--- config.mk ---
export PLATFORM = sky130hd
export DESIGN_NAME = lec_datapath_flat
export DESIGN_NICKNAME = d
export VERILOG_FILES = /design/src/hw/rtl/lec_pkg.sv /design/src/hw/rtl/lec_result_if.sv /design/src/hw/rtl/lec_datapath.sv /design/src/flat_wrapper.sv
export SDC_FILE = /design/constraint.sdc
export NUM_CORES = 1
export LEC_CHECK = 0
export BUFFER_PORTS_ARGS = -buffer_cell sky130_fd_sc_hd__buf_2
export CAP_MARGIN = 20
export CORE_MARGIN = 5
export CORE_UTILIZATION = 59
export DETAILED_ROUTE_END_ITERATION = 8
export PLACE_DENSITY_LB_ADDON = 0.05
export SLEW_MARGIN = 20
export SYNTH_ARGS = -nofsm -noshare
export SYNTH_HDL_FRONTEND = slang
export SYNTH_SLANG_ARGS = --single-unit
--- constraint.sdc ---
create_clock -name clk -period 11.5 [get_ports clk]
set_input_delay 2.3 -clock clk [delete_from_list [all_inputs] [get_ports clk]]
set_output_delay 2.3 -clock clk [all_outputs]
set_load 0.1 [all_outputs]
--- src/hw/rtl/lec_pkg.sv ---
// Shared types, constants and helpers of the local extrema counter.
`timescale 1ns / 1ps

package lec_pkg;

  // Default build sizes
  localparam int MAX_COLS_DEFAULT    = 512;
  localparam int MAX_ROWS_DEFAULT    = 512;
  localparam int SAMPLE_BITS_DEFAULT = 16;

  // Configuration port
  localparam int CFG_INDEX_W = 2;
  localparam int CFG_DATA_W  = 10;
  localparam int DIM_RESET   = 512;

  localparam logic [CFG_INDEX_W-1:0] REG_FRAME_ROWS = CFG_INDEX_W'(0);
  localparam logic [CFG_INDEX_W-1:0] REG_FRAME_COLS = CFG_INDEX_W'(1);

  // Result widths
  localparam int CNT_W     = 19;
  localparam int EXT_CNT_W = 20;

  // Candidate flags: bit 0 still a minimum, bit 1 still a maximum
  typedef logic [1:0] flag_t;
  localparam int    FLAG_MIN_BIT = 0;
  localparam int    FLAG_MAX_BIT = 1;
  localparam flag_t FLAGS_BOTH   = 2'b11;

  // Position of the sample held in the compare stage
  typedef struct packed {
    logic valid;
    logic first_col;
    logic first_row;
    logic last_col;
    logic last_row;
  } stage_ctl_t;

  // Clear the candidate flags that a comparison takes away
  function automatic flag_t drop_flags(input flag_t f, input logic lost_min,
                                       input logic lost_max);
    flag_t m;
    m = '0;
    m[FLAG_MIN_BIT] = lost_min;
    m[FLAG_MAX_BIT] = lost_max;
    return f & ~m;
  endfunction

endpackage

--- src/hw/rtl/lec_result_if.sv ---
// Result request channel carrying the per-frame counts.
`timescale 1ns / 1ps

interface lec_result_if;
  logic                           valid;
  logic                           ready;
  logic [lec_pkg::CNT_W-1:0]      minima_count;
  logic [lec_pkg::CNT_W-1:0]      maxima_count;
  logic [lec_pkg::EXT_CNT_W-1:0]  extrema_count;

  modport source (output valid, output minima_count, output maxima_count,
                  output extrema_count, input ready);
  modport sink   (input valid, input minima_count, input maxima_count,
                  input extrema_count, output ready);
endinterface

--- src/hw/rtl/lec_datapath.sv ---
// Compare stage: neighbour compares, flag updates, line write-back, counts.
`timescale 1ns / 1ps

module lec_datapath #(
  parameter int MAX_COLS    = lec_pkg::MAX_COLS_DEFAULT,
  parameter int SAMPLE_BITS = lec_pkg::SAMPLE_BITS_DEFAULT
) (
  input  logic                          clk,
  input  logic                          rst_n,
  input  lec_pkg::stage_ctl_t           stage,
  input  logic [$clog2(MAX_COLS)-1:0]   b_col,
  input  logic signed [SAMPLE_BITS-1:0] b_x,
  input  logic                          restart,
  input  logic [SAMPLE_BITS+1:0]        rd_data,
  output logic                          mem_we,
  output logic [$clog2(MAX_COLS)-1:0]   mem_waddr,
  output logic [SAMPLE_BITS+1:0]        mem_wdata,
  output logic                          out_valid,
  lec_result_if.source                  out_ch
);

  localparam int COL_W = $clog2(MAX_COLS);
  localparam int CNT_W = lec_pkg::CNT_W;
  localparam int EXT_W = lec_pkg::EXT_CNT_W;

  // Window around the current sample
  logic signed [SAMPLE_BITS-1:0] left_s_r, ul_s_r, up_s_r, row0_s_r, tail_s_r;
  lec_pkg::flag_t                left_f_r, ul_f_r, up_f_r, row0_f_r, tail_f_r;
  logic                          tail_pend_r;
  logic [COL_W-1:0]              tail_addr_r;

  logic [CNT_W-1:0] min_tot_r, max_tot_r;
  logic [EXT_W-1:0] ext_tot_r;
  logic             out_valid_r;
  logic [CNT_W-1:0] out_min_r, out_max_r;
  logic [EXT_W-1:0] out_ext_r;

  logic signed [SAMPLE_BITS-1:0] u0_s, u1_s;
  lec_pkg::flag_t                u0_f, u1_f;
  lec_pkg::flag_t                fx, left_fn, ul_fn, u0_fn, u1_fn;
  logic                          tail_hit;
  logic en_left, en_ul, en_u0, en_u1;
  logic lt_left, lt_ul, lt_u0, lt_u1;
  logic gt_left, gt_ul, gt_u0, gt_u1;
  logic fin_ul, fin_u0, fin_left, fin_x;
  logic [2:0] inc_min, inc_max;
  logic [CNT_W-1:0] min_sum, max_sum;
  logic [EXT_W-1:0] ext_sum;
  logic frame_end;

  // Neighbour selection: entry 0 is kept in a register, pending tail forwarded
  assign tail_hit = tail_pend_r && (tail_addr_r == (b_col + COL_W'(1)));
  assign u0_s = stage.first_col ? row0_s_r : up_s_r;
  assign u0_f = stage.first_col ? row0_f_r : up_f_r;
  assign u1_s = tail_hit ? tail_s_r : SAMPLE_BITS'(rd_data[SAMPLE_BITS+1:2]);
  assign u1_f = tail_hit ? tail_f_r : rd_data[1:0];

  // In-frame neighbours seen so far
  assign en_left = !stage.first_col;
  assign en_ul   = !stage.first_row && !stage.first_col;
  assign en_u0   = !stage.first_row;
  assign en_u1   = !stage.first_row && !stage.last_col;

  assign lt_left = left_s_r < b_x;
  assign gt_left = left_s_r > b_x;
  assign lt_ul   = ul_s_r < b_x;
  assign gt_ul   = ul_s_r > b_x;
  assign lt_u0   = u0_s < b_x;
  assign gt_u0   = u0_s > b_x;
  assign lt_u1   = u1_s < b_x;
  assign gt_u1   = u1_s > b_x;

  // Flag updates on both sides of each comparison
  always_comb begin
    fx = lec_pkg::drop_flags(lec_pkg::FLAGS_BOTH,
           (en_left && lt_left) || (en_ul && lt_ul) || (en_u0 && lt_u0) ||
           (en_u1 && lt_u1),
           (en_left && gt_left) || (en_ul && gt_ul) || (en_u0 && gt_u0) ||
           (en_u1 && gt_u1));
    left_fn = en_left ? lec_pkg::drop_flags(left_f_r, gt_left, lt_left) : left_f_r;
    ul_fn   = en_ul   ? lec_pkg::drop_flags(ul_f_r, gt_ul, lt_ul)       : ul_f_r;
    u0_fn   = en_u0   ? lec_pkg::drop_flags(u0_f, gt_u0, lt_u0)         : u0_f;
    u1_fn   = en_u1   ? lec_pkg::drop_flags(u1_f, gt_u1, lt_u1)         : u1_f;
  end

  // Pixels whose last neighbour has now arrived
  assign fin_ul   = en_ul;
  assign fin_u0   = !stage.first_row && stage.last_col;
  assign fin_left = stage.last_row && !stage.first_col;
  assign fin_x    = stage.last_row && stage.last_col;

  assign inc_min = {2'b00, fin_ul   && ul_fn[lec_pkg::FLAG_MIN_BIT]} +
                   {2'b00, fin_u0   && u0_fn[lec_pkg::FLAG_MIN_BIT]} +
                   {2'b00, fin_left && left_fn[lec_pkg::FLAG_MIN_BIT]} +
                   {2'b00, fin_x    && fx[lec_pkg::FLAG_MIN_BIT]};
  assign inc_max = {2'b00, fin_ul   && ul_fn[lec_pkg::FLAG_MAX_BIT]} +
                   {2'b00, fin_u0   && u0_fn[lec_pkg::FLAG_MAX_BIT]} +
                   {2'b00, fin_left && left_fn[lec_pkg::FLAG_MAX_BIT]} +
                   {2'b00, fin_x    && fx[lec_pkg::FLAG_MAX_BIT]};

  assign min_sum   = min_tot_r + CNT_W'(inc_min);
  assign max_sum   = max_tot_r + CNT_W'(inc_max);
  assign ext_sum   = ext_tot_r + EXT_W'(inc_min) + EXT_W'(inc_max);
  assign frame_end = stage.valid && stage.last_row && stage.last_col;

  // Line write-back: the row-end entry is held as a pending tail and written after the rest
  always_comb begin
    mem_we    = 1'b0;
    mem_waddr = tail_addr_r;
    mem_wdata = {tail_s_r, tail_f_r};
    if (tail_pend_r) begin
      mem_we = 1'b1;
    end else if (stage.valid && !stage.first_col) begin
      mem_we    = 1'b1;
      mem_waddr = b_col - COL_W'(1);
      mem_wdata = {left_s_r, left_fn};
    end
  end

  // Control state, running totals and result register
  always_ff @(posedge clk) begin
    if (!rst_n) begin
      tail_pend_r <= 1'b0;
      out_valid_r <= 1'b0;
      min_tot_r   <= '0;
      max_tot_r   <= '0;
      ext_tot_r   <= '0;
      left_s_r    <= '0;
      left_f_r    <= lec_pkg::FLAGS_BOTH;
      ul_s_r      <= '0;
      ul_f_r      <= lec_pkg::FLAGS_BOTH;
    end else begin
      tail_pend_r <= stage.valid && stage.last_col && !restart;
      if (frame_end) begin
        out_valid_r <= 1'b1;
      end else if (out_ch.ready) begin
        out_valid_r <= 1'b0;
      end
      if (restart || frame_end) begin
        min_tot_r <= '0;
        max_tot_r <= '0;
        ext_tot_r <= '0;
        left_s_r  <= '0;
        left_f_r  <= lec_pkg::FLAGS_BOTH;
        ul_s_r    <= '0;
        ul_f_r    <= lec_pkg::FLAGS_BOTH;
      end else if (stage.valid) begin
        min_tot_r <= min_sum;
        max_tot_r <= max_sum;
        ext_tot_r <= ext_sum;
        ul_s_r    <= u0_s;
        ul_f_r    <= u0_fn;
        if (!stage.last_col) begin
          left_s_r <= b_x;
          left_f_r <= fx;
        end
      end
    end
  end

  // Window payload: carried upper entry, entry 0, row-end entry, results
  always_ff @(posedge clk) begin
    if (stage.valid) begin
      if (stage.last_col) begin
        tail_addr_r <= b_col;
        tail_s_r    <= b_x;
        tail_f_r    <= fx;
        if (stage.first_col) begin
          row0_s_r <= b_x;
          row0_f_r <= fx;
        end
      end else begin
        up_s_r <= u1_s;
        up_f_r <= u1_fn;
      end
      if (b_col == COL_W'(1)) begin
        row0_s_r <= left_s_r;
        row0_f_r <= left_fn;
      end
    end
    if (frame_end) begin
      out_min_r <= min_sum;
      out_max_r <= max_sum;
      out_ext_r <= ext_sum;
    end
  end

  assign out_valid            = out_valid_r;
  assign out_ch.valid         = out_valid_r;
  assign out_ch.minima_count  = out_min_r;
  assign out_ch.maxima_count  = out_max_r;
  assign out_ch.extrema_count = out_ext_r;

endmodule

--- src/flat_wrapper.sv ---
// flat-port wrapper written by rule: the top's interface ports become plain ports
module lec_datapath_flat 
#(
  parameter int MAX_COLS    = lec_pkg::MAX_COLS_DEFAULT,
  parameter int SAMPLE_BITS = lec_pkg::SAMPLE_BITS_DEFAULT
)
  (clk, rst_n, stage, b_col, b_x, restart, rd_data, mem_we, mem_waddr, mem_wdata, out_valid, out_ch_valid, out_ch_minima_count, out_ch_maxima_count, out_ch_extrema_count, out_ch_ready);
  lec_result_if out_ch_i ();
  input  logic clk;
  input  logic rst_n;
  input  lec_pkg::stage_ctl_t stage;
  input  logic [$clog2(MAX_COLS)-1:0] b_col;
  input  logic signed [SAMPLE_BITS-1:0] b_x;
  input  logic restart;
  input  logic [SAMPLE_BITS+1:0] rd_data;
  output logic mem_we;
  output logic [$clog2(MAX_COLS)-1:0] mem_waddr;
  output logic [SAMPLE_BITS+1:0] mem_wdata;
  output logic out_valid;
  output wire logic [$bits(out_ch_i.valid)-1:0] out_ch_valid;
  output wire logic [$bits(out_ch_i.minima_count)-1:0] out_ch_minima_count;
  output wire logic [$bits(out_ch_i.maxima_count)-1:0] out_ch_maxima_count;
  output wire logic [$bits(out_ch_i.extrema_count)-1:0] out_ch_extrema_count;
  input wire logic [$bits(out_ch_i.ready)-1:0] out_ch_ready;
  assign out_ch_valid = out_ch_i.valid;
  assign out_ch_minima_count = out_ch_i.minima_count;
  assign out_ch_maxima_count = out_ch_i.maxima_count;
  assign out_ch_extrema_count = out_ch_i.extrema_count;
  assign out_ch_i.ready = out_ch_ready;
  lec_datapath #(.MAX_COLS(MAX_COLS), .SAMPLE_BITS(SAMPLE_BITS)) u_core (.clk(clk), .rst_n(rst_n), .stage(stage), .b_col(b_col), .b_x(b_x), .restart(restart), .rd_data(rd_data), .mem_we(mem_we), .mem_waddr(mem_waddr), .mem_wdata(mem_wdata), .out_valid(out_valid), .out_ch(out_ch_i));
endmodule
==> After elaboration in Yosys (flattened, before gate mapping) <==
Cells that the tools add are included.
{ "word_totals": {"output_inout_bits": 88, "register_bits": 217, "word_cells": 119, "input_bits": 52} }
{ "classes": {"eq_ne": 2, "mux": 22, "order_cmp": 8, "bitwise": 11, "reduce_logical": 45, "add_sub_neg": 12} }
{ "ops": {"columns": ["op", "n"], "rows": [
  ["two-way mux 16 bit", 5],
  ["greater-than comparator 16 bit", 4],
  ["less-than comparator 16 bit", 4],
  ["adder 20 x 3 -> 20 bit", 2],
  ["adder 19 x 3 -> 19 bit", 2],
  ["two-way mux 18 bit", 2],
  ["logical AND 1 bit", 27],
  ["two-way mux 2 bit", 9],
  ["two-way mux 9 bit", 2],
  ["adder 3 x 1 -> 3 bit", 4],
  ["NOT 2 bit", 5],
  ["adder 9 x 1 -> 9 bit, second input constant", 1],
  ["equality test 9 x 1 -> 1 bit, second input constant", 1],
  ["equality test 9 bit", 1],
  ["subtractor 9 x 1 -> 9 bit, second input constant", 1],
  ["AND 2 bit", 4],
  ["logical OR 1 bit", 7],
  ["nonzero test 2 bit", 3],
  ["adder 1 x 1 -> 2 bit", 2],
  ["logical NOT 1 bit", 4],
  ["two-way mux 1 bit", 4],
  ["AND reduction 2 bit", 2],
  ["AND reduction 3 bit", 1],
  ["NOT 1 bit", 2],
  ["OR reduction 2 bit", 1]
]} }

==> Depth between registers and ports, before layout <==
{ "depth": {"ltp_word": 12, "depth_mapped": 30, "depth_no_buf": 28} }

==> Worst setup path before layout <==
OpenSTA, ideal clock, no wires.
{ "synth_timing": {"kind": "input to register", "startpoint": "in b_col[2]", "endpoint": "reg u_core.out_ext_r[19], in the netlist u_core.out_ch.extrema_count[19], data pin", "path_stages": 28, "arrival_time_ps": 8540, "setup_slack_ps": 2702, "required_time_ps": 11242, "cell_sequence": "buf_2 > nand3_2 > xnor2_1 > or3_1 > a2111oi_0 > o221a_1 > buf_4 > buf_6 > mux2_1 > ha_1 > a41o_1 > a21oi_1 > o31a_1 > and3_1 > o211ai_1 > or4b_4 > nor2_1 > fa_1 > ha_1 > fa_1 > ha_1 > fa_1 > a21o_1 > nand2_1 > or2_2 > nor3_1 > nand3_1 > xnor2_1"} }
{ "synth_between": {"elab_chain_len": 12} }
{ "synth_rtl": {"columns": ["element", "line_no", "source"], "rows": [
  ["from (decl)", "flat_wrapper.sv:12", "input logic [$clog2(MAX_COLS)-1:0] b_col;"],
  ["adder 9 x 1 -> 9 bit *", "lec_datapath.sv:52", "assign tail_hit = tail_pend_r && (tail_addr_r == (b_col + COL_W'(1)));"],
  ["equality test 9 bit *", "lec_datapath.sv:52", null],
  ["logical AND 1 bit *", "lec_datapath.sv:52", null],
  ["two-way mux 16 bit *", "lec_datapath.sv:55", "assign u1_s = tail_hit ? tail_s_r : SAMPLE_BITS'(rd_data[SAMPLE_BITS+1:2]);"],
  ["net u_core.u1_s[6]", "lec_datapath.sv:38", "logic signed [SAMPLE_BITS-1:0] u0_s, u1_s;"],
  ["less-than comparator 16 bit", "lec_datapath.sv:70", "assign lt_u1 = u1_s < b_x;"],
  ["logical AND 1 bit", "lec_datapath.sv:77", "(en_u1 && lt_u1),"],
  ["logical OR 1 bit", "lec_datapath.sv:76", "(en_left && lt_left) || (en_ul && lt_ul) || (en_u0 && lt_u0) ||"],
  ["NOT 2 bit *", "lec_pkg.sv:45", "return f & ~m;"],
  ["logical AND 1 bit", "lec_datapath.sv:95", "{2'b00, fin_x && fx[lec_pkg::FLAG_MIN_BIT]};"],
  ["adder 3 x 1 -> 3 bit", "lec_datapath.sv:94", "{2'b00, fin_left && left_fn[lec_pkg::FLAG_MIN_BIT]} +"],
  ["adder 20 x 3 -> 20 bit", "lec_datapath.sv:103", "assign ext_sum = ext_tot_r + EXT_W'(inc_min) + EXT_W'(inc_max);"],
  ["adder 20 x 3 -> 20 bit *", "lec_datapath.sv:103", null],
  ["net u_core.ext_sum[19]", "lec_datapath.sv:48", "logic [EXT_W-1:0] ext_sum;"],
  ["to (signal assigned)", "lec_datapath.sv:184", "out_ext_r <= ext_sum;"],
  ["to (decl)", "lec_datapath.sv:36", "logic [EXT_W-1:0] out_ext_r;"]
]} }
The timed path passes the listed nets; every way through them passes the cells marked *.
A chain may end at the register's enable or synchronous reset.

==> Worst setup path after layout <==
{ "layout_timing": {"startpoint": "in b_col[0]", "endpoint": "reg u_core.out_ext_r[19], in the netlist u_core.out_ch.extrema_count[19], data pin"} }
Same word-level chain as after synthesis.

==> implementation parameters <==
Parameter                              Value

Status
  Run status ... complete, no violations

Power and ir drop
  Switching fraction of total power ... 28.54%
  Total leakage power ... 5.388 nW
  Clock network fraction of total power ... 39.5%
  Register share of total power ... 44.4%
  Net switching power ... 0.5541 mW
  Cell area power density ... 148.0 nW/um^2
  Combinational fraction of design power ... 16.1%
  Internal power consumption ... 1.387 mW
  Largest voltage drop on the vdd net ... 158.7 uV

Final layout
  Fraction of layout instances using a drive strength above 1 ... 16.71%
  Total number of nets in the final design ... 1403
  Total inserted antenna cells ... 0
  Total of fill cells in the finished design ... 1531
  Post-route standard cell area excluding fillers ... 13120 sq um
  Area growth syn-to-layout ... 14.93%

Die
  IO Pins ... 140
  Core area ... 18890 sq um
  Number of placement rows ... 50
  Starting Density ... 60.42%
  Die outline area ... 22230 sq um
  Die width ... 149.1 um
  Height of the die ... 149.1 um

Worst setup path
  Crit path DAT ... 10.25 ns
  Path type of the worst setup path ... input pin to register
  Data required time at the worst endpoint ... 11.76 ns
  Startpoint type of the worst setup path ... input pin
  Endpoint kind of the worst setup timing path ... register
  Biggest fanout along the worst timing path ... 18

Placed design
  Total of buffers placed on input and output ports ... 139
  Gp weighted congestion ... 0.8631
  DP HPWL ... 17.97 mm
  Pre-CTS setup slack ... 1.040 ns
  Post-detailed-placement cell area ... 12300 sq um

Synthesis
  Net count after synthesis ... 1278
  Synthesized flop and latch total ... 217
  Primary FF master, synth ... sky130_fd_sc_hd__edfxtp_1
  Number of distinct library cells after synthesis ... 67
  Cells taking the most area after synthesis ... sky130_fd_sc_hd__edfxtp_1 (32%), sky130_fd_sc_hd__dfxtp_1 (17%), sky130_fd_sc_hd__ha_1 (8.8%)
  Cell with the most instances after synthesis ... sky130_fd_sc_hd__nand2_1
  Gate count of the mapped netlist ... 1138
  Top cells by count, synth ... sky130_fd_sc_hd__nand2_1 (176), sky130_fd_sc_hd__nor2_1 (129), sky130_fd_sc_hd__edfxtp_1 (121)
  Synthesized area ... 11420 sq um
  Share of the yosys chip area belonging to registers ... 48.66%
  Average cell area after synthesis ... 10.03 sq um
  Synth top area share ... 31.83%
  EDFF count, synth ... 121
  Synth Warn # ... 0
  Async set-or-reset flop fraction in the synthesized netlist ... 0%
  Most area-hungry cell type in the Yosys netlist ... sky130_fd_sc_hd__edfxtp_1

Drt
  Number of vias per cell after detailed routing ... 5.570
  Post-route DRC violation count ... 0
  Routed Antenna Nets ... 0
  Count of TritonRoute iterations in the first routing pass ... 5
  Routed WL per cell ... 17.26 um
  Starting DRT DRC Count ... 495
  Detailed-route via count ... 8584
  Wire length after detailed routing ... 26.60 mm

STA
  Unrepaired setup endpoints after global routing ... no
  Setup violation total in the final timing report ... 0
  Largest clock skew in the final design ... 0.01218 ns
  Setup TNS ... 0 ns
  Final critical-path required period ... 9.992 ns
  Portion of the clock cycle consumed by the worst path in the final layout ... 86.88%
  Number of max-slew violations in the final report ... 0
  Worst slew margin ... 23.73%
  Number of hold violations in the final report ... 0
  PnR worst setup slack ... 1.508 ns
  Fmax ... 100.1 MHz
  Actual transition at the worst max-transition pin ... 1.144 ns

Clock tree
  TritonCTS clock tree ... built
  Post-CTS Hold Fix Bufs ... 0
  Clock-pin slew on the worst setup and hold paths ... 0.06 ns
  Clock insertion delay at the later pin of the skew report ... 0.51 ns
  Number of gates given a new drive strength after cts ... 0
  Number of clock sinks seen by CTS ... 217
  Number of buffers inserted during clock tree synthesis ... 24
  Maximum buffer depth of the clock tree ... 3
  Post-CTS setup repair buffer count ... 0
  Level count of the clock H-tree ... 1
  Root Buffer ... sky130_fd_sc_hd__clkbuf_16

Worst hold path
  Classification of the worst-slack hold path ... register to register

GRT
  Wire length of the first global-routing pass ... 43.04 mm
  Antenna violations before repair ... 0
  Total global-route track usage ... 23.80%
  Pin count of the biggest net entering global routing ... 95
  GRT overflow ... 0
  Via count of the first global-routing pass ... 8514

Job
  Count of max-cap constraint violations ... 0
## registers in the layout, indices dropped and copies added, names as in the netlist, 9 cells and up
signal                       cells
u_core.ext_tot_r                20
u_core.left_s_r                 16
u_core.max_tot_r                19
u_core.min_tot_r                19
u_core.out_ch.extrema_count     20
u_core.out_ch.maxima_count      19
u_core.out_ch.minima_count      19
u_core.row0_s_r                 16
u_core.tail_addr_r               9
u_core.tail_s_r                 16
u_core.ul_s_r                   16
u_core.up_s_r                   16
## worst max-delay path: stages
cell and delay [ns]:
sky130_fd_sc_hd__buf_2 0.16, sky130_fd_sc_hd__ha_1 0.23, sky130_fd_sc_hd__nand2_1 0.19, sky130_fd_sc_hd__xor2_1 0.18, sky130_fd_sc_hd__nand3_1 0.09, sky130_fd_sc_hd__a2111oi_0 0.47
sky130_fd_sc_hd__o221a_1 1.03, sky130_fd_sc_hd__mux2_1 0.43, sky130_fd_sc_hd__ha_1 0.37, sky130_fd_sc_hd__nand4_1 0.16, sky130_fd_sc_hd__nor3_1 0.41, sky130_fd_sc_hd__o21ai_0 0.22
sky130_fd_sc_hd__and3_1 0.21, sky130_fd_sc_hd__o211ai_1 0.21, sky130_fd_sc_hd__or4b_4 0.53, sky130_fd_sc_hd__nor2_1 0.18, sky130_fd_sc_hd__fa_1 0.20, sky130_fd_sc_hd__ha_1 0.28
sky130_fd_sc_hd__fa_1 0.53, sky130_fd_sc_hd__ha_1 0.19, sky130_fd_sc_hd__fa_1 0.23, sky130_fd_sc_hd__a21o_1 0.19, sky130_fd_sc_hd__nand2_1 0.06, sky130_fd_sc_hd__or2_2 0.32
sky130_fd_sc_hd__nor3_1 0.53, sky130_fd_sc_hd__nand3_1 0.17, sky130_fd_sc_hd__xnor2_1 0.16
## power by group through the flow
| stage | Clock, mW | Sequential, mW | Combinational (mW) |
|---|---|---|---|
| after floorplan | 0 | 0.933 | 0.184 |
| after global placement | 0 | 0.878 | 0.306 |
| after detailed placement | 0 | 0.878 | 0.310 |
| after CTS | 0.781 | 0.862 | 0.312 |
| after global routing | 0.819 | 0.864 | 0.335 |
| final | 0.767 | 0.862 | 0.313 |
## final timing paths
kind / startpoint / to / slack [ns] / cells after the start
setup / recovery: b_col[0] / u_core.out_ch.extrema_count[19] / 1.51 / 27
hold reg to reg: u_core.left_s_r[0] / u_core.left_s_r[0] / 0.46 / 2
hold / removal: u_core.left_s_r[0] / u_core.left_s_r[0] / 0.46 / 2
setup reg to reg: u_core.tail_addr_r[4] / u_core.out_ch.extrema_count[19] / 3.22 / 25
## final cells by class
| cell class | count | area (sq um) | area share [%] |
|---|---|---|---|
| clock inverters | 11 | 105.1 | 0.8011 |
| flip-flops and latches | 217 | 5555 | 42.34 |
| inverters | 42 | 157.7 | 1.202 |
| clock buffers | 33 | 685.7 | 5.226 |
| repair buffers | 147 | 775.7 | 5.913 |
| well taps | 260 | 325.3 | 2.479 |
| multi-input cells | 831 | 5515 | 42.04 |
## through the flow
stage                     utilization (%)  power (mW)  std cells  hold slack (ns)
after floorplan                         -       1.116       1138           0.4363
after global placement              65.10       1.184       1496           0.4424
after detailed placement            65.10       1.188       1496           0.4582
after CTS                           69.28       1.955       1540           0.4653
after global routing                69.44       2.018       1541           0.4957
final                               69.44       1.941       1541           0.4610
## layout by cell type (no fill, tap or decap), types with 6 or more instances in the layout
master and n:
sky130_fd_sc_hd__nand2_1 176, sky130_fd_sc_hd__mux2_2 18, sky130_fd_sc_hd__o21ai_0 33, sky130_fd_sc_hd__a21oi_1 51, sky130_fd_sc_hd__nor2b_1 7, sky130_fd_sc_hd__clkbuf_16 25
sky130_fd_sc_hd__nor2_1 128, sky130_fd_sc_hd__dfxtp_1 96, sky130_fd_sc_hd__nand4_1 25, sky130_fd_sc_hd__edfxtp_1 121, sky130_fd_sc_hd__inv_1 40, sky130_fd_sc_hd__buf_4 7
sky130_fd_sc_hd__mux2_1 16, sky130_fd_sc_hd__xnor2_1 44, sky130_fd_sc_hd__mux2i_1 13, sky130_fd_sc_hd__a21o_1 13, sky130_fd_sc_hd__and3_1 12, sky130_fd_sc_hd__nor3_1 32
sky130_fd_sc_hd__or3_1 6, sky130_fd_sc_hd__fa_1 8, sky130_fd_sc_hd__buf_2 139, sky130_fd_sc_hd__nand3_1 25, sky130_fd_sc_hd__xor2_1 72, sky130_fd_sc_hd__ha_1 80
sky130_fd_sc_hd__and2_1 6
## layer usage
layer | vias up | track usage, % | routed length, um
met1 | 4044 | 33.70 | 12100
met5 | - | 0 | 0
li1 | 4216 | - | -
met2 | 281 | 38.56 | 12090
met3 | 43 | 4.315 | 1900
met4 | 0 | 5.263 | 502
## cell families (layout without fill, tap and decap cells)
kind of cell / Yosys count / in the layout / synth area share [%]
and+or+nand+nor: 450 / 450 / 17.85
DFF: 217 / 217 / 48.66
AOI/OAI and AO/OA: 130 / 130 / 6.806
xor gates and xnor gates: 116 / 116 / 8.900
buffers and inverters: 90 / 233 / 3.113
adders and majority gates: 88 / 88 / 10.17
muxes: 47 / 47 / 4.494
No activity file was read; power rests on OpenSTA's default activity.
