<file path="src/hw/rtl/lec_pkg.sv">
// Shared types, constants and helpers of the local extrema counter.
`timescale 1ns / 1ps

package lec_pkg;

  // Default build sizes
  localparam int MAX_COLS_DEFAULT    = 512;
  localparam int MAX_ROWS_DEFAULT    = 512;
  localparam int SAMPLE_BITS_DEFAULT = 16;

  // Configuration port
  localparam int CFG_INDEX_W = 2;
  localparam int CFG_DATA_W  = 10;
  localparam int DIM_RESET   = 512;

  localparam logic [CFG_INDEX_W-1:0] REG_FRAME_ROWS = CFG_INDEX_W'(0);
  localparam logic [CFG_INDEX_W-1:0] REG_FRAME_COLS = CFG_INDEX_W'(1);

  // Result widths
  localparam int CNT_W     = 19;
  localparam int EXT_CNT_W = 20;

  // Candidate flags: bit 0 still a minimum, bit 1 still a maximum
  typedef logic [1:0] flag_t;
  localparam int    FLAG_MIN_BIT = 0;
  localparam int    FLAG_MAX_BIT = 1;
  localparam flag_t FLAGS_BOTH   = 2'b11;

  // Position of the sample held in the compare stage
  typedef struct packed {
    logic valid;
    logic first_col;
    logic first_row;
    logic last_col;
    logic last_row;
  } stage_ctl_t;

  // Clear the candidate flags that a comparison takes away
  function automatic flag_t drop_flags(input flag_t f, input logic lost_min,
                                       input logic lost_max);
    flag_t m;
    m = '0;
    m[FLAG_MIN_BIT] = lost_min;
    m[FLAG_MAX_BIT] = lost_max;
    return f & ~m;
  endfunction

endpackage

</file>
<file path="src/hw/rtl/lec_sample_if.sv">
// Sample request channel.
`timescale 1ns / 1ps

interface lec_sample_if #(
  parameter int SAMPLE_BITS = lec_pkg::SAMPLE_BITS_DEFAULT
);
  logic                          valid;
  logic                          ready;
  logic signed [SAMPLE_BITS-1:0] sample;

  modport source (output valid, output sample, input ready);
  modport sink   (input valid, input sample, output ready);
endinterface

</file>
<file path="src/hw/rtl/lec_cfg_if.sv">
// Configuration write channel.
`timescale 1ns / 1ps

interface lec_cfg_if;
  logic                             valid;
  logic                             ready;
  logic [lec_pkg::CFG_INDEX_W-1:0]  index;
  logic [lec_pkg::CFG_DATA_W-1:0]   data;

  modport source (output valid, output index, output data, input ready);
  modport sink   (input valid, input index, input data, output ready);
endinterface

</file>
<file path="src/hw/rtl/lec_ctrl.sv">
// Front end: frame registers, raster position, input handshake, line reads.
`timescale 1ns / 1ps

module lec_ctrl #(
  parameter int MAX_COLS    = lec_pkg::MAX_COLS_DEFAULT,
  parameter int MAX_ROWS    = lec_pkg::MAX_ROWS_DEFAULT,
  parameter int SAMPLE_BITS = lec_pkg::SAMPLE_BITS_DEFAULT
) (
  input  logic                          clk,
  input  logic                          rst_n,
  lec_sample_if.sink                    in_ch,
  lec_cfg_if.sink                       cfg_ch,
  input  logic                          out_valid,
  input  logic                          out_ready,
  output lec_pkg::stage_ctl_t           stage_r,
  output logic [$clog2(MAX_COLS)-1:0]   b_col_r,
  output logic signed [SAMPLE_BITS-1:0] b_x_r,
  output logic                          rd_en,
  output logic [$clog2(MAX_COLS)-1:0]   rd_addr,
  output logic                          restart
);

  localparam int COL_W = $clog2(MAX_COLS);
  localparam int ROW_W = (MAX_ROWS > 1) ? $clog2(MAX_ROWS) : 1;
  localparam int COL_RESET_LAST =
    ((lec_pkg::DIM_RESET > MAX_COLS) ? MAX_COLS : lec_pkg::DIM_RESET) - 1;
  localparam int ROW_RESET_LAST =
    ((lec_pkg::DIM_RESET > MAX_ROWS) ? MAX_ROWS : lec_pkg::DIM_RESET) - 1;

  // Zero acts as one, oversize saturates; store the last index
  function automatic logic [COL_W-1:0] col_last(
    input logic [lec_pkg::CFG_DATA_W-1:0] v
  );
    int unsigned n;
    n = 32'(v);
    if (n == 0) n = 1;
    if (n > MAX_COLS) n = MAX_COLS;
    return COL_W'(n - 1);
  endfunction

  function automatic logic [ROW_W-1:0] row_last(
    input logic [lec_pkg::CFG_DATA_W-1:0] v
  );
    int unsigned n;
    n = 32'(v);
    if (n == 0) n = 1;
    if (n > MAX_ROWS) n = MAX_ROWS;
    return ROW_W'(n - 1);
  endfunction

  logic [COL_W-1:0] col_r;
  logic [ROW_W-1:0] row_r;
  logic [COL_W-1:0] last_col_idx_r;
  logic [ROW_W-1:0] last_row_idx_r;

  logic in_ready;
  logic accept;
  logic cfg_write;
  logic at_last_col;
  logic at_last_row;
  logic next_final;
  logic out_blocked;
  logic stage_final;

  assign at_last_col = (col_r == last_col_idx_r);
  assign at_last_row = (row_r == last_row_idx_r);
  assign next_final  = at_last_col && at_last_row;

  // A frame-ending sample needs the output register free by the time it reaches the compare stage
  assign out_blocked = out_valid && !out_ready;
  assign stage_final = stage_r.valid && stage_r.last_row && stage_r.last_col;
  assign in_ready    = !next_final || (!out_blocked && !stage_final);
  assign in_ch.ready = in_ready;
  assign accept      = in_ch.valid && in_ready;

  assign cfg_ch.ready = 1'b1;
  assign cfg_write    = cfg_ch.valid;
  assign restart      = cfg_write && ((cfg_ch.index == lec_pkg::REG_FRAME_ROWS) ||
                                      (cfg_ch.index == lec_pkg::REG_FRAME_COLS));

  // Fetch the upper-right neighbour for the arriving sample
  assign rd_en   = accept;
  assign rd_addr = col_r + COL_W'(1);

  // Frame registers and raster position
  always_ff @(posedge clk) begin
    if (!rst_n) begin
      last_col_idx_r <= COL_W'(COL_RESET_LAST);
      last_row_idx_r <= ROW_W'(ROW_RESET_LAST);
      col_r          <= '0;
      row_r          <= '0;
      stage_r        <= '0;
    end else begin
      stage_r.valid <= accept;
      if (cfg_write) begin
        unique case (cfg_ch.index)
          lec_pkg::REG_FRAME_ROWS: begin
            last_row_idx_r <= row_last(cfg_ch.data);
            col_r          <= '0;
            row_r          <= '0;
          end
          lec_pkg::REG_FRAME_COLS: begin
            last_col_idx_r <= col_last(cfg_ch.data);
            col_r          <= '0;
            row_r          <= '0;
          end
          default: begin
          end
        endcase
      end else if (accept) begin
        stage_r.first_col <= (col_r == '0);
        stage_r.first_row <= (row_r == '0);
        stage_r.last_col  <= at_last_col;
        stage_r.last_row  <= at_last_row;
        if (at_last_col) begin
          col_r <= '0;
          row_r <= at_last_row ? '0 : row_r + ROW_W'(1);
        end else begin
          col_r <= col_r + COL_W'(1);
        end
      end
    end
  end

  // Sample and column of the compare stage
  always_ff @(posedge clk) begin
    if (accept) begin
      b_col_r <= col_r;
      b_x_r   <= in_ch.sample;
    end
  end

endmodule

</file>
<file path="src/flat_wrapper.sv">
// flat-port wrapper written by rule: the top's interface ports become plain ports
module lec_ctrl_flat 
#(
  parameter int MAX_COLS    = lec_pkg::MAX_COLS_DEFAULT,
  parameter int MAX_ROWS    = lec_pkg::MAX_ROWS_DEFAULT,
  parameter int SAMPLE_BITS = lec_pkg::SAMPLE_BITS_DEFAULT
)
  (clk, rst_n, out_valid, out_ready, stage_r, b_col_r, b_x_r, rd_en, rd_addr, restart, in_ch_valid, in_ch_sample, in_ch_ready, cfg_ch_valid, cfg_ch_index, cfg_ch_data, cfg_ch_ready);
  lec_sample_if #(.SAMPLE_BITS(SAMPLE_BITS)) in_ch_i ();
  lec_cfg_if cfg_ch_i ();
  input  logic clk;
  input  logic rst_n;
  input  logic out_valid;
  input  logic out_ready;
  output lec_pkg::stage_ctl_t stage_r;
  output logic [$clog2(MAX_COLS)-1:0] b_col_r;
  output logic signed [SAMPLE_BITS-1:0] b_x_r;
  output logic rd_en;
  output logic [$clog2(MAX_COLS)-1:0] rd_addr;
  output logic restart;
  input wire logic [$bits(in_ch_i.valid)-1:0] in_ch_valid;
  input wire logic [$bits(in_ch_i.sample)-1:0] in_ch_sample;
  output wire logic [$bits(in_ch_i.ready)-1:0] in_ch_ready;
  input wire logic [$bits(cfg_ch_i.valid)-1:0] cfg_ch_valid;
  input wire logic [$bits(cfg_ch_i.index)-1:0] cfg_ch_index;
  input wire logic [$bits(cfg_ch_i.data)-1:0] cfg_ch_data;
  output wire logic [$bits(cfg_ch_i.ready)-1:0] cfg_ch_ready;
  assign in_ch_i.valid = in_ch_valid;
  assign in_ch_i.sample = in_ch_sample;
  assign in_ch_ready = in_ch_i.ready;
  assign cfg_ch_i.valid = cfg_ch_valid;
  assign cfg_ch_i.index = cfg_ch_index;
  assign cfg_ch_i.data = cfg_ch_data;
  assign cfg_ch_ready = cfg_ch_i.ready;
  lec_ctrl #(.MAX_COLS(MAX_COLS), .MAX_ROWS(MAX_ROWS), .SAMPLE_BITS(SAMPLE_BITS)) u_core (.clk(clk), .rst_n(rst_n), .in_ch(in_ch_i), .cfg_ch(cfg_ch_i), .out_valid(out_valid), .out_ready(out_ready), .stage_r(stage_r), .b_col_r(b_col_r), .b_x_r(b_x_r), .rd_en(rd_en), .rd_addr(rd_addr), .restart(restart));
endmodule
</file>
<file path="config.mk">
export PLATFORM = sky130hd
export DESIGN_NAME = lec_ctrl_flat
export DESIGN_NICKNAME = d
export VERILOG_FILES = /design/src/hw/rtl/lec_pkg.sv /design/src/hw/rtl/lec_sample_if.sv /design/src/hw/rtl/lec_cfg_if.sv /design/src/hw/rtl/lec_ctrl.sv /design/src/flat_wrapper.sv
export SDC_FILE = /design/constraint.sdc
export NUM_CORES = 1
export LEC_CHECK = 0
export BUFFER_PORTS_ARGS = -buffer_cell sky130_fd_sc_hd__buf_2
export CELL_PAD_IN_SITES_DETAIL_PLACEMENT = 1
export CELL_PAD_IN_SITES_GLOBAL_PLACEMENT = 1
export CORE_MARGIN = 2
export CORE_UTILIZATION = 41
export CTS_CLUSTER_DIAMETER = 50
export DETAILED_ROUTE_END_ITERATION = 8
export GPL_ROUTABILITY_DRIVEN = 0
export PLACE_DENSITY = 0.79
export SLEW_MARGIN = 5
export SYNTH_ARGS = -nofsm -noshare
export SYNTH_HDL_FRONTEND = slang
export SYNTH_SLANG_ARGS = --single-unit
</file>
<file path="constraint.sdc">
create_clock -name clk -period 3.2 [get_ports clk]
set_clock_uncertainty 0.05 [all_clocks]
set_input_delay 0.48 -clock clk [delete_from_list [all_inputs] [get_ports clk]]
set_output_delay 0.48 -clock clk [all_outputs]
set_load 0.005 [all_outputs]
</file>
# == Word-level counts from Yosys, hierarchy flattened ==
# Cells that the tools add are included.
# word_totals
word_cells,70
latchBits,0
regBits,66
mem_count,0
rom_bits,0
ramBits,0
# classes
addsub,4
n_mul,0
div,0
bitwise,1
n_shift,0
n_eq_ne,4
mux,23
reduce_logical,25
magnitude_cmp,2
# ops
operator,n
two-way mux 32 bit,6
two-way mux 9 bit,16
"greater-than comparator 32 x 10 -> 1 bit, second input constant",2
"adder 9 x 1 -> 9 bit, second input constant",2
== test 9 bit,2
zero test 9 bit,2
"subtractor 9 x 1 -> 9 bit, second input constant",2
zero test 10 bit,1
two-way mux 10 bit,1
AND reduction 2 bit,4
logical AND 1 bit,7
zero test 1 bit,4
nonzero test 2 bit,2
AND reduction 3 bit,1
"== test 2 x 1 -> 1 bit, second input constant",1
zero test 2 bit,1
logical OR 1 bit,2
"inequality test 2 bit, second input constant",1
OR reduction 2 bit,1
inverter 1 bit,1

# == Logic depth before layout (Yosys ltp) ==
# Gate-level depths: netlist of the first run.
# depth
ltp_word,11
ltp_mapped,11

# == Worst setup path before layout of the first run ==
# No wires, ideal clock.
# synth_timing
kind,register to output
startpoint,reg u_core.row_r[5]
endpoint,out rd_en
slack_ps,712
required_time_ps,2670
arrival_time_ps,1958
n_path_buf,2
stages_incl_launch_ff,8
cell_sequence,dfxtp_1 xor2_1 nor4_4 and4_1 buf_6 buf_8 nand2_2 and2_1
# synth_between
elab_chain_cells,5
# synth_rtl
element,line,rtl
from (decl),lec_ctrl.sv:52,logic [ROW_W-1:0] row_r;
from (signal assigned),lec_ctrl.sv:117,row_r <= at_last_row ? '0 : row_r + ROW_W'(1);
== test 9 bit,lec_ctrl.sv:66,assign at_last_row = (row_r == last_row_idx_r);
logical AND 1 bit,lec_ctrl.sv:67,assign next_final = at_last_col && at_last_row;
zero test 1 bit,lec_ctrl.sv:72,assign in_ready = !next_final || (!out_blocked && !stage_final);
logical OR 1 bit,lec_ctrl.sv:72,
net in_ch_ready,flat_wrapper.sv:23,output wire logic [$bits(in_ch_i.ready)-1:0] in_ch_ready;
logical AND 1 bit,lec_ctrl.sv:74,assign accept = in_ch.valid && in_ready;
to (decl),flat_wrapper.sv:18,output logic rd_en;
# The timed path passes the listed nets, and every way through them passes these cells.

# == Final worst setup path of the first run ==
# layout_timing
startpoint,reg u_core.col_r[7]
endpoint,out rd_en
# layout_between
elab_chain_cells,5
# layout_rtl
element,line,rtl
from (decl),lec_ctrl.sv:51,logic [COL_W-1:0] col_r;
from (signal assigned),lec_ctrl.sv:119,col_r <= col_r + COL_W'(1);
== test 9 bit,lec_ctrl.sv:65,assign at_last_col = (col_r == last_col_idx_r);
logical AND 1 bit,lec_ctrl.sv:67,
zero test 1 bit,lec_ctrl.sv:72,
logical OR 1 bit,lec_ctrl.sv:72,
logical AND 1 bit,lec_ctrl.sv:74,
# No other way between the ends.

==> run metrics, run 1 <==
outcome completed; metal3 WL 415 µm; Startpoint Class flip-flop; worst skew pair latency 0.34 ns; CTS H-tree depth 3; Worst Hold Depth 1; number of max-cap violations 0; routed length on met2 4.10 mm; Max Slew Vio Count 0; worst hold path type in2reg; reg-to-reg slack, setup 0.85 ns; cell count after synthesis 323; core area 7770 µm²; Final setup viols 0; vias in the first global route 2762; critical path, cell by cell xor2_1 > nor4_2 > nor4b_4 > buf_4 > nand2_2 > and2_1 > buf_2; Hold WS 0.259 ns; Max Used Layer met4; fill count 905; post-CTS setup repair buffer count 0; CTS clk-pin slew, worst paths 0.08 ns; ys flop type dfxtp_1; switch share 23.9%; Register Area 1570 µm²; number of diodes 0; Data required, critical path 2.67 ns; ranking of synthesized cells by area dfxtp_1 (25%), edfxtp_1 (23%), xor2_1 (5.3%), nand2_1 (4.2%), o211ai_1 (3.6%); Worst R2R Path Depth 7; Final Cycle Share 87.1%; area occupied by multi-input gates 1580 µm²; wire per inst 16.8 µm; most frequent cell after synthesis dfxtp_1; Num Clock Sinks 66; Fin Setup TNS 0 ns; ys async rst share 0%; chip height 93.8 µm; sequential area share after synthesis 47.5%; VDD IR max 0.203 mV; r2r endpoint u_core.b_col_r[4]; leak pwr 1.70 nW; num rows 32; PnR Total Power 1.87 mW; logic gate share of total power 9.3%; Final Hold Fails 0; I/O Buffers 75; I/O pins 77; drc violations 0; Num CTS Buffers 9; die width 93.8 µm; Clock Tree Buf Depth 2; CTS tree done; initial core utilization 42.6%; gr ovfl total 0; TritonRoute pass-1 iters 4; Post-synth EDFFs 25; Synth Net Count 362; CP delay by family, top simple AND/OR/NAND/NOR gates; CP endpoint kind output port; synth warn 0; DP HPWL 6.36 mm; DR iter-0 viols 74; Post-CTS Hold Buffers 0; Net Sw Power 0.446 mW; Final nets 435; crit path to rd_en; critical path class reg2out; CP max FO 13; Vias 2755; pwr/cell area 473 nW/µm²; arrival time at the worst endpoint 2.26 ns; most instantiated cells after synthesis dfxtp_1 (41), nand2_1 (37), edfxtp_1 (25); Antenna Nets Post-Route 0; layout cell share with drive strength beyond 1 27.9%; initial antenna violation count 0; CP bufs+invs 2; clock share of power 41.0%; reg-to-reg startpoint u_core.col_r[7]; RSZ-0062 raised after global routing false; first-pass GRT wire length 13.7 mm; count of cell types in the netlist 53; biggest area consumer among synthesized cells dfxtp_1; max frequency 359 MHz; syn_area_per_cell 10.2 µm²; P&R area growth vs syn 19.5%; post-CTS sizing 0; Final min period 2.79 ns; Synth Register Bits 66; area share of the largest cell type after synthesis 24.8%; Slew @ Worst Pin 0.610 ns; Slew headroom 59.3%; mapped cell area 3310 µm²; total track usage 20.0%; vias per inst 5.48; Crit-path slowest cell dfxtp_1; Setup crit start u_core.col_r[7]; met1 WL 3.71 mm; pin count of the biggest net entering global routing 39; Root Buffer clkbuf_8; Sequential Power Share 49.6%; Internal 1.42 mW; final WL 8.43 mm; critical path depth 7; Worst path max stage delay 0.49 ns; Die ar. 8810 µm²
[routing by layer]
metal | up-vias | global-route usage (%)
met5 | - | 0
met4 | 0 | 8.45
met3 | 15 | 3.37
met2 | 82 | 34.2
met1 | 1316 | 24.7
li1 | 1342 | -
[power groups by stage]
stage	combinational, mW	clock [mW]	sequential, mW
after floorplan	0.0933	0	0.948
after global placement	0.169	0	0.946
after detailed placement	0.176	0	0.948
after CTS	0.177	0.780	0.929
after global routing	0.196	0.820	0.932
final	0.174	0.768	0.928
[cells in the final DEF, fill, tap and decap left out, types with 3 or more instances in the layout]
cell type	Yosys	final
inv_1	8	8
and3_1	8	8
nand2_1	37	37
o2111ai_1	8	8
or3_1	5	5
o21ai_0	4	4
a21oi_1	9	9
nor3_1	7	7
xor2_1	20	20
a221o_1	7	7
a211oi_1	4	4
nor2_1	16	16
edfxtp_1	25	25
and2_1	3	3
mux2i_1	9	9
clkbuf_8	0	9
o211ai_1	16	16
buf_2	8	75
nor4_1	5	5
a21o_1	3	3
dfxtp_1	41	41
buf_4	1	6
xnor2_1	6	6
nand2b_1	4	4
o21ai_1	5	5
ha_1	5	5
nand3_1	15	15
a2111o_1	3	3
[worst min-delay path by stage]
stage                       from           endpoint  slack [ns]
5_1_grt          in_ch_sample[9]    u_core.b_x_r[9]        0.24
3_5_place_dp   u_core.stage_r[2]  u_core.stage_r[2]        0.41
6_report        in_ch_sample[10]   u_core.b_x_r[10]        0.26
2_1_floorplan    u_core.col_r[3]  u_core.b_col_r[3]        0.35
3_3_place_gp   u_core.stage_r[3]  u_core.stage_r[3]        0.40
4_1_cts          in_ch_sample[3]    u_core.b_x_r[3]        0.25
[through the flow]
stage | cell area [µm²] | cells | util [%] | setup slack (ns)
after floorplan | 3310 | 323 | - | 0.712
after global placement | 3740 | 487 | 48.1 | 0.846
after detailed placement | 3740 | 487 | 48.1 | 0.752
after CTS | 3960 | 503 | 50.9 | 0.384
after global routing | 3960 | 503 | 50.9 | 0.237
final | 3960 | 503 | 50.9 | 0.412
[logic make-up (layout without fill, tap and decap cells)]
logic type               after synthesis  after routing  share of synthesized area (%)
adder cells (fa/ha/maj)                5              5                           1.89
multiplexers                           9              9                           2.72
AO/OA/AOI/OAI                         67             67                           16.1
AND/OR/NAND/NOR                      120            120                           20.0
flip-flops                            66             66                           47.5
buffers and inverters                 29            107                           4.73
other                                  1              1                          0.113
XOR/XNOR                              26             26                           6.88
[sequential cells by signal, summed over array words and instances, names as in the netlist]
signal / cells
u_core.b_x_r: 16
u_core.b_col_r: 9
u_core.col_r: 9
u_core.last_col_idx_r: 9
u_core.last_row_idx_r: 9
u_core.row_r: 9
u_core.stage_r: 5
[cell type report]
type / instances / share of cell area, %
flip-flops and latches: 66 / 39.7
clock inverters: 6 / 2.28
inverters: 10 / 0.949
well taps: 102 / 3.23
repair buffers: 81 / 10.6
clock buffers: 10 / 3.23
multi-input cells: 228 / 40.0
Note: power is estimated with default switching activity, not from simulation.
==> inputs of run 2 (changes only) <==
- CORE_MARGIN: 2 -> default
==> run 2 against run 1 <==
Compared with the run above:
- sequential share of layout area grew 0.64 points
- via count decreased by 0.76%
- final area is 1.6% lower
- total power is 9.1% lower
- sequential cell count did not move
- critical path depth stayed put
- core utilization down 0.81 points
- sequential power hardly changed
- final cell count fell by 0.40%
- highest routed layer unchanged
==> run metrics, run 2 (synthesis results as in run 1) <==
I/O pins 77; most frequent cells in the layout buf_2 (75), dfxtp_1 (41), nand2_1 (37); leak pwr 1.67 nW; Slew headroom 58.0%; fin util 50.1%; Final nets 433; Startpoint Class flip-flop; Biggest register u_core.b_x_r; Clock Tree Buf Depth 2; pwr/cell area 437 nW/µm²; wire per inst 16.3 µm; Root Buffer clkbuf_8; met2 Resource Use GR 35.1%; gr ovfl total 0; arrival time at the worst endpoint 2.21 ns; vias per inst 5.46; CTS H-tree depth 3; P&R area growth vs syn 17.7%; first-pass GRT wire length 13.4 mm; final WL 8.16 mm; CP max FO 13; Data required, critical path 2.67 ns; Antenna Nets Post-Route 0; Num Clock Sinks 66; vias in the first global route 2673; most common cell after layout, fill and taps aside buf_2; DP HPWL 6.10 mm; TritonRoute pass-1 iters 4; number of max-cap violations 0; outcome completed; core area 7770 µm²; CTS tree done; fill count 910; Die ar. 8440 µm²; Final min period 2.74 ns; initial core utilization 42.6%; Final setup viols 0; Final Cycle Share 85.6%; worst skew pair latency 0.34 ns; number of diodes 0; max FFs per register 16; area occupied by multi-input gates 1580 µm²; Fin Setup TNS 0 ns; Final Hold Fails 0; post-CTS setup repair buffer count 0; total track usage 20.4%; initial antenna violation count 0; VDD IR max 0.158 mV; worst hold path type in2reg; CTS clk-pin slew, worst paths 0.07 ns; RSZ-0062 raised after global routing false; Max Slew Vio Count 0; GR peak layer met2; post-CTS sizing 0; num rows 32; pin count of the biggest net entering global routing 39; reg-to-reg slack, setup 0.90 ns; critical path class reg2out; global-route met1 utilization 25.6%; Register Area 1570 µm²; max frequency 365 MHz; CP endpoint kind output port; layout cell share with drive strength beyond 1 27.8%; die width 91.8 µm; DR iter-0 viols 108; Slew @ Worst Pin 0.630 ns; drc violations 0; GRT met3 Usage 3.73%; I/O Buffers 75; Post-CTS Hold Buffers 0; chip height 91.8 µm; Vias 2734; Num CTS Buffers 9
run 2: changes by cell type in the layout (fill, tap and decap cells not counted):
cell	previous run	this run
clkbuf_1	1	0
clkinvlp_4	1	3
clkinv_2	1	3
bufinv_16	2	0
inv_6	1	0
buf_4	6	4
run 2: cell type report:
cell class,count,share of cell area [%]
multi-input combinational,228,40.6
sequential,66,40.4
timing repair buffer,79,10.4
tap,102,3.28
clock buffer,9,3.18
clock inverter,7,1.19
inverter,10,0.964
run 2: worst max-delay path: stages (launching register included):
cell	delay [ns]
dfxtp_1	0.52
xor2_1	0.14
nor4_2	0.34
nor4b_4	0.25
buf_4	0.24
nand2_2	0.08
and2_1	0.17
buf_2	0.13
run 2: worst paths after layout:
path	startpoint	end	depth (start not counted)
worst max register to register	u_core.col_r[2]	u_core.b_x_r[1]	7
worst min register to register	u_core.stage_r[3]	u_core.stage_r[3]	2
worst min-delay path	in_ch_sample[9]	u_core.b_x_r[9]	1
worst max-delay path	u_core.col_r[2]	rd_en	7
run 2: through the flow:
| step | cells | area (µm²) | hold WS [ns] | worst slack, ns | power (mW) |
|---|---|---|---|---|---|
| 6_report | 501 | 3890 | 0.255 | 0.460 | 1.70 |
| 3_3_place_gp | 485 | 3720 | 0.396 | 0.875 | 1.12 |
| 4_1_cts | 501 | 3890 | 0.245 | 0.450 | 1.72 |
| 5_1_grt | 501 | 3890 | 0.244 | 0.331 | 1.78 |
| 2_1_floorplan | 323 | 3310 | 0.353 | 0.712 | 1.04 |
| 3_5_place_dp | 485 | 3720 | 0.409 | 0.817 | 1.12 |
run 2: metal layers:
metal | vias to the layer above | wire (µm)
met5 | - | 0
li1 | 1337 | -
met4 | 0 | 72
met1 | 1316 | 3700
met2 | 74 | 4050
met3 | 7 | 331
run 2: where the power goes:
group | internal, mW | leakage (nW) | switching [mW]
sequential | 0.910 | 0.585 | 0.0187
combinational | 0.0719 | 1.00 | 0.100
clock | 0.277 | 0.0810 | 0.322
==> inputs of run 3 (changes only) <==
- CORE_UTILIZATION: 41 -> 43
- CTS_BUF_LIST: default -> sky130_fd_sc_hd__clkbuf_4
- PLACE_DENSITY: 0.79 -> 0.83
- SETUP_SLACK_MARGIN: default -> 0.15
==> run 3 against run 2 <==
Compared with the run above:
- sequential power hardly changed
- via count is 2.1% higher
- critical endpoint unchanged
- global-route usage is 1.9 points higher
- routed wire length is 5.5% higher
- non-clock buffer count is 1 higher
- highest routed layer unchanged
- hold slack worse by 0.081 ns
- sequential share of layout area stayed put
- first-iteration DRC count stayed put
- sequential cell count stayed put
- setup slack worse by 0.15 ns
- combinational power is 2% higher
- maximum frequency is 5.1% lower
==> run metrics, run 3 (synthesis results as in run 1) <==
DP HPWL 6.23 mm; most common cell after layout, fill and taps aside buf_2; Slew headroom 58.1%; Fin Setup TNS 0 ns; Data required, critical path 2.67 ns; Num Clock Sinks 66; Final nets 434; die width 89.7 µm; r2r endpoint u_core.b_x_r[7]; Final Cycle Share 90.2%; core area 7330 µm²; Max Used Layer met4; met1 WL 3.80 mm; CP endpoint kind output port; Biggest register u_core.b_x_r; routed length on met2 4.28 mm; final WL 8.61 mm; Max Slew Vio Count 0; vias in the first global route 2791; Die ar. 8050 µm²; Crit-path slowest cell dfxtp_1; Slew @ Worst Pin 0.629 ns; hold_sp in_ch_sample[15]; CTS clk-pin slew, worst paths 0.13 ns; total track usage 22.3%; CTS H-tree depth 3; I/O Buffers 75; P&R area growth vs syn 17.7%; pin count of the biggest net entering global routing 39; Final Hold Fails 0; drc violations 0; CTS tree done; number of diodes 0; Root Buffer clkbuf_4; Worst Hold Depth 1; reg-to-reg startpoint u_core.col_r[2]; VDD IR max 0.170 mV; Final min period 2.89 ns; layout cell share with drive strength beyond 1 28.0%; outcome completed; worst hold path type in2reg; critical path class reg2out; hold path endpoint u_core.b_x_r[15]; vias per inst 5.60; wire per inst 17.2 µm; CP delay by family, top simple AND/OR/NAND/NOR gates; CP bufs+invs 2; max frequency 346 MHz; initial core utilization 45.1%; CP max FO 13; post-CTS sizing 0; chip height 89.7 µm; Vias 2792; initial antenna violation count 0; Post-CTS Hold Buffers 0; Clock Tree Buf Depth 2; post-route cell area 3890 µm²; Area after DPL 3730 µm²; gr ovfl total 0; Num CTS Buffers 9; leak pwr 1.68 nW; post-CTS setup repair buffer count 0; TritonRoute pass-1 iters 4; Startpoint Class flip-flop; pwr/cell area 451 nW/µm²; max FFs per register 16; DR iter-0 viols 108; reg-to-reg slack, setup 0.82 ns; I/O pins 77; Worst path max stage delay 0.54 ns; first-pass GRT wire length 14.2 mm; RSZ-0062 raised after global routing false; Worst R2R Path Depth 7; num rows 31; number of max-cap violations 0; metal3 WL 397 µm; Final setup viols 0; critical path, cell by cell xor2_1 > nor4_2 > nor4b_4 > buf_4 > nand2_2 > and2_1 > buf_2; Antenna Nets Post-Route 0; most frequent cells in the layout buf_2 (75), dfxtp_1 (41), nand2_1 (37); arrival time at the worst endpoint 2.36 ns; worst skew pair latency 0.42 ns
[run 3: worst register-to-register path, delay by kind of cell, from the launching register on]
family	cells	cell delay, ns
buf+inv	2	0.48
simple gates	4	0.89
flops	1	0.54
xor+xnor	1	0.14
[run 3: worst max path at each step]
stage,cells after the start,slack (ns),endpoint,from
6_report,7,0.31,rd_en,u_core.col_r[2]
5_1_grt,7,0.18,rd_en,u_core.col_r[7]
4_1_cts,7,0.29,rd_en,u_core.col_r[7]
3_5_place_dp,7,0.78,rd_en,u_core.col_r[7]
3_3_place_gp,6,0.88,u_core.row_r[5],in_ch_valid
2_1_floorplan,7,0.71,rd_en,u_core.row_r[5]
[run 3: routing by layer]
metal,GRT usage (%),up-vias
met3,4.91,12
li1,-,1340
met2,39.4,89
met5,0,-
met1,26.5,1351
met4,8.47,0
[run 3: per-stage QoR]
step                      setup WS, ns  hold WS, ns  instances  total power [mW]  utilization (%)
after floorplan                  0.712        0.353        323              1.04                -
after global placement           0.885        0.396        483              1.11             50.8
after detailed placement         0.782        0.408        483              1.12             50.8
after CTS                        0.293        0.161        499              1.77             53.1
after global routing             0.181        0.148        499              1.83             53.1
final                            0.312        0.174        499              1.76             53.1
[run 3: layout make-up]
cell class              instances  area (µm²)
fillers                       869        3440
multi-input cells             228        1580
flip-flops and latches         66        1570
clock buffers                  10        75.1
inverters                      10        37.5
repair buffers                 80         413
well taps                      99         124
clock inverters                 6        91.3
[run 3: power breakdown]
| group | total (mW) | switching (mW) | leakage (nW) | internal (mW) |
|---|---|---|---|---|
| combinational | 0.176 | 0.103 | 1.01 | 0.0727 |
| clock | 0.650 | 0.322 | 0.0905 | 0.328 |
| sequential | 0.929 | 0.0193 | 0.585 | 0.910 |
| total | 1.76 | 0.444 | 1.68 | 1.31 |
